[src/rtl/lscd_pkg.sv]
// shared types, constants and codes of the lru slot cache directory
`default_nettype none
package lscd_pkg;
   localparam int SLOTS_DEF = 1024;
   localparam int BYTES_PER_VALUE_DEF = 4;
   localparam logic [19:0] MEGA = 20'd1000000;
   localparam logic [19:0] LIMIT_RESET = 20'd1000;

   localparam logic [1:0] OP_INSERT = 2'd0;
   localparam logic [1:0] OP_LOOKUP = 2'd1;
   localparam logic [1:0] OP_DELETE = 2'd2;

   typedef struct packed {
      logic [1:0]  opcode;
      logic [31:0] lookup_key;
      logic [31:0] entry_length;
   } req_type;

   typedef struct packed {
      logic [31:0] assigned_key;
      logic        found;
      logic [31:0] found_length;
      logic [41:0] stored_values;
      logic [31:0] hit_count;
      logic [31:0] miss_count;
      logic [31:0] insert_count;
   } rsp_type;

   typedef struct packed {
      logic        valid;
      logic [31:0] key;
      logic [31:0] length;
      logic [63:0] stamp;
   } slot_type;

   typedef enum logic [3:0] {
      CMD_NONE, CMD_CLR, CMD_LOAD, CMD_MOD, CMD_RD, CMD_LK_EVAL, CMD_OLD_INIT,
      CMD_OLD_RD, CMD_OLD_EVAL, CMD_OLD_EVICT, CMD_FIND_INIT, CMD_FIND_RD,
      CMD_FIND_EVAL, CMD_FIND_PICK, CMD_INS, CMD_RESP
   } cmd_type;

   typedef enum logic [3:0] {
      S_CLEAR, S_IDLE, S_DECODE, S_MOD, S_LK_RD, S_LK_EVAL, S_CHECK, S_OLD_RD,
      S_OLD_EVAL, S_OLD_EVICT, S_FIND_INIT, S_FIND_RD, S_FIND_EVAL, S_FIND_PICK,
      S_FIN_RD, S_INS_RESP
   } state_type;

   typedef struct packed {
      logic       last;
      logic       free_hit;
      logic       pick_found;
      logic       over_limit;
      logic       mod_done;
      logic [1:0] op;
      logic       len_zero;
      logic       rsp_free;
   } status_type;
endpackage
`default_nettype wire

[src/rtl/lscd_ctrl.sv]
// controller state machine of the lru slot cache directory
`default_nettype none
module lscd_ctrl
   import lscd_pkg::*;
(
   input  wire logic       clock,
   input  wire logic       reset,
   input  wire logic       req_valid,
   output logic            req_stall,
   input  wire status_type status,
   output cmd_type         cmd
);
   state_type state_ff, state_in;
   logic resp_pending_ff, resp_pending_in;

   // state register
   always_ff @(posedge clock) begin
      if (reset) begin
         state_ff <= S_CLEAR;
         resp_pending_ff <= 1'b0;
      end else begin
         state_ff <= state_in;
         resp_pending_ff <= resp_pending_in;
      end
   end

   // next state and commands
   always_comb begin
      state_in = state_ff;
      resp_pending_in = resp_pending_ff;
      cmd = CMD_NONE;
      req_stall = 1'b1;
      unique case (state_ff)
         S_CLEAR: begin
            cmd = CMD_CLR;
            if (status.last) state_in = S_IDLE;
         end
         S_IDLE: begin
            req_stall = 1'b0;
            if (req_valid) begin
               cmd = CMD_LOAD;
               state_in = S_DECODE;
            end
         end
         S_DECODE: begin
            if (status.op == OP_INSERT && !status.len_zero) begin
               state_in = S_CHECK;
            end else if (status.op == OP_LOOKUP || status.op == OP_DELETE) begin
               state_in = S_MOD;
            end else begin
               state_in = S_INS_RESP;
               resp_pending_in = 1'b1;
            end
         end
         S_MOD: begin
            cmd = CMD_MOD;
            if (status.mod_done) state_in = S_LK_RD;
         end
         S_LK_RD: begin
            cmd = CMD_RD;
            state_in = S_LK_EVAL;
         end
         S_LK_EVAL: begin
            cmd = CMD_LK_EVAL;
            state_in = S_INS_RESP;
            resp_pending_in = 1'b1;
         end
         S_CHECK: begin
            cmd = CMD_OLD_INIT;
            state_in = status.over_limit ? S_OLD_RD : S_FIND_INIT;
         end
         S_OLD_RD: begin
            cmd = CMD_OLD_RD;
            state_in = S_OLD_EVAL;
         end
         S_OLD_EVAL: begin
            cmd = CMD_OLD_EVAL;
            state_in = status.last ? S_OLD_EVICT : S_OLD_RD;
         end
         S_OLD_EVICT: begin
            if (status.pick_found) begin
               cmd = CMD_OLD_EVICT;
               state_in = S_CHECK;
            end else begin
               state_in = S_FIND_INIT;
            end
         end
         S_FIND_INIT: begin
            cmd = CMD_FIND_INIT;
            state_in = S_FIND_RD;
         end
         S_FIND_RD: begin
            cmd = CMD_FIND_RD;
            state_in = S_FIND_EVAL;
         end
         S_FIND_EVAL: begin
            cmd = CMD_FIND_EVAL;
            priority if (status.free_hit) state_in = S_FIN_RD;
            else if (status.last) state_in = S_FIND_PICK;
            else state_in = S_FIND_RD;
         end
         S_FIND_PICK: begin
            cmd = CMD_FIND_PICK;
            state_in = S_FIN_RD;
         end
         S_FIN_RD: begin
            cmd = CMD_RD;
            state_in = S_INS_RESP;
         end
         S_INS_RESP: begin
            // for an insert, store it first; then hand the item over when the output frees up
            if (!resp_pending_ff) begin
               cmd = CMD_INS;
               resp_pending_in = 1'b1;
            end else if (status.rsp_free) begin
               cmd = CMD_RESP;
               resp_pending_in = 1'b0;
               state_in = S_IDLE;
            end
         end
         default: state_in = S_IDLE;
      endcase
   end
endmodule
`default_nettype wire

[config.mk]
export PLATFORM = sky130hd
export DESIGN_NAME = lscd_ctrl
export DESIGN_NICKNAME = d
export VERILOG_FILES = /design/src/rtl/lscd_pkg.sv /design/src/rtl/lscd_ctrl.sv
export SDC_FILE = /design/constraint.sdc
export NUM_CORES = 1
export LEC_CHECK = 0
export ABC_AREA = 1
export BUFFER_PORTS_ARGS = -buffer_cell sky130_fd_sc_hd__buf_2
export CAP_MARGIN = 15
export CORE_MARGIN = 1
export CORE_UTILIZATION = 44
export DETAILED_ROUTE_END_ITERATION = 8
export PLACE_DENSITY = 0.72
export SETUP_SLACK_MARGIN = 0.15
export SYNTH_ARGS = -nofsm -noshare
export SYNTH_HDL_FRONTEND = slang
export SYNTH_SLANG_ARGS = --single-unit
[constraint.sdc]
create_clock -name clock -period 1.25 [get_ports clock]
set_clock_uncertainty 0.05 [all_clocks]
set_input_delay 0 -clock clock [delete_from_list [all_inputs] [get_ports clock]]
set_output_delay 0 -clock clock [all_outputs]
set_load 0.005 [all_outputs]
==> impl_metrics.yaml <==
outcome:
  status: "complete, but fails checks"
  violations: "setup timing"
floorplan:
  core_area_um2: 1190
  start_util_pct: 50.4
  ios: 17
  die_h_um: 38.9
  die_w_um: 38.9
  std_cell_rows: 12
  dieArea_um2: 1510
synth:
  synth-seq-cells: 5
  syn_nets: 131
  syn_avg_cell_area_um2: 5.07
  ys_seq_area_share_pct: 16.7
  synthCells: 118
  syn_area_um2: 598
  yosysWarningCount: 0
  ys_types: 18
clock_network:
  htreeDepth: 1
  clock_latency_ns: 0.25
  path_clk_slew_ns: 0.05
  numCtsBuffers: 3
  root_buffer: "clkbuf_4"
  cts_tree: "built"
  clk_path_buf_depth: 2
  cts.sinks: 5
global_route:
  use_met2_pct: 57.9
  grt_busiest_layer: "met2"
  grt_pass1_vias: 782
  grt_pass1_wl_mm: 3.25
  grt.overflow.total: 0
  grtUsageTotal_pct: 32.7
  grt_max_degree: 8
  grt_util_met3_pct: 4.05
  antenna_found_initial: 0
  grt_use_met1_pct: 36.9
placement:
  port_buffers: 16
  post-dp-hpwl_mm: 1.54
  place_inst: 160
  routabilityCongestion: 0.969
setup_path:
  cp_max_fo: 6
  path_common_cell: "nand2_2"
  worst-path-buf-inv: 2
  crit_type: "register to output port"
  crit_chain: "buf_4 -> nor2_4 -> nand2_2 -> nand2_2 -> a21oi_2 -> nand4_1 -> buf_2"
  startpoint_type: "register"
  worstPathRequired_ns: 1.20
  cpLargestDelayFamily: "simple AND/OR/NAND/NOR gates"
  worstPathArrival_ns: 1.37
  end_kind: "output port"
  critical-path-max-stage-delay_ns: 0.37
  slowest_stage: "dfxtp_4"
sta:
  finalCritPeriodShare_pct: 113
  rsz0062_at_grt: "yes"
  setup_ws_ns: -0.167
  fmaxAchievable_ghz: 0.706
  hold_ws_ns: 0.154
  final_max_slew_viol_count: 0
  setup_viol: 9
  finalHoldViolations: 0
  tightest_slew_ns: 0.267
  final.setup.tns_ns: -1.23
  slew_headroom_pct: 82.1
  fin_crit_ns: 1.42
layout:
  nets: 176
  syn_to_final_growth_pct: 73.4
  diodes: 0
  final_cells: 176
  drive_above_1_share_pct: 50.0
  mostFrequentLayoutCells: "24 x nand2_1, 23 x buf_4, 17 x inv_1"
  post-route-util_pct: 87.4
  final_common_cell: "nand2_1"
detailed_routing:
  via_per_inst: 5.59
  vias: 984
  wl_per_cell_um: 14.9
  postRouteWirelength_mm: 2.63
  drt_pass1_iterations: 4
  first_iter_violations: 66
  drcViolationCount: 0
  ant_nets: 0
pwr:
  power_mw: 1.99
  seq_power_share_pct: 18.4
  p_per_area_nw_per_um2: 1910
  clock_power_share_pct: 9.8
  power.switching_uw: 992
  p_comb_share_pct: 71.7
  leakagePower_nw: 0.599
  intPower_uw: 993
  p_sw_share_pct: 50.0
  max-vdd-ir-drop_mv: 1.30
hold_path:
  hp-class: "primary input to register"
run:
  maxCapViolations: 0
## worst min-delay path: stages
cell and delay (ns):
buf_2 0.09, o21ai_1 0.05, nand3_1 0.10, o21ai_2 0.06, a21oi_1 0.11
## metrics by stage
stage                     worst slack (ns)  instance area (um2)
after floorplan                     0.0489                  616
after global placement              -0.103                  800
after detailed placement           -0.0821                  800
after CTS                           -0.145                  923
after global routing                -0.229                 1040
final                               -0.167                 1040
## power groups by stage
stage	clock [mW]	combinational, mW	sequential [mW]
2_1_floorplan	0	0.641	0.263
3_3_place_gp	0	0.954	0.314
3_5_place_dp	0	0.952	0.314
4_1_cts	0.199	1.07	0.353
5_1_grt	0.212	1.53	0.365
6_report	0.195	1.42	0.365
## cells in the mapped netlist
| master | number | share of area [%] |
|---|---|---|
| a21oi_1 | 4 | 3.3 |
| nor3_1 | 3 | 2.5 |
| inv_1 | 23 | 14 |
| and2_1 | 1 | 1.0 |
| inv_2 | 1 | 0.63 |
| nand2_1 | 35 | 22 |
| o21ai_1 | 2 | 1.7 |
| o21a_1 | 1 | 1.3 |
| buf_4 | 1 | 1.3 |
| nor2_2 | 2 | 2.1 |
| nand4_1 | 4 | 4.2 |
| dfxtp_1 | 5 | 17 |
| nand2_2 | 1 | 1.0 |
| o211ai_1 | 3 | 3.8 |
| ha_1 | 1 | 2.1 |
| nand3_1 | 8 | 6.7 |
| nor2_1 | 19 | 12 |
| o21ai_0 | 4 | 3.3 |
## per-layer routing
layer | up-vias | share of wire [%]
met5 | - | 0
met1 | 421 | 36
met4 | 0 | 6.9
met2 | 75 | 47
li1 | 462 | -
met3 | 26 | 9.5
## flip-flops by register name, indices dropped and copies added (netlist names)
name             cells
state_ff             4
resp_pending_ff      1
## cell type report
cell class | instances | area (um2)
inverters | 24 | 92.6
well taps | 14 | 17.5
clock buffers | 4 | 26.3
multi-input cells | 88 | 512
fillers | 70 | 149
repair buffers | 41 | 274
flip-flops and latches | 5 | 115
## kinds of logic (layout without fill, tap and decap cells)
kind of cell	count (synthesis)	in the layout	synth area share [%]
adders and majority gates	1	1	2.09
AOI/OAI and AO/OA	14	14	13.4
DFF	5	5	16.7
buffers and inverters	25	69	16.3
and+or+nand+nor	73	73	51.5
## worst paths after layout
| check | endpoint | slack [ns] | cells past startpoint | from |
|---|---|---|---|---|
| setup reg to reg | state_ff[3] | -0.15 | 8 | state_ff[1] |
| hold reg to reg | state_ff[1] | 0.53 | 2 | state_ff[1] |
| setup / recovery | cmd[0] | -0.17 | 7 | state_ff[1] |
| hold / removal | state_ff[1] | 0.15 | 5 | status[7] |
## timing repair
action / in CTS / in global routing
setup buffers: 5 / 6
setup endpoints to repair: 10 / 10
hold buffers: 1 / 0
hold endpoints to repair: 3 / 0
pin swaps: 6 / 13
gates resized for setup: 17 / 27
(Power assumes the default switching activity.)
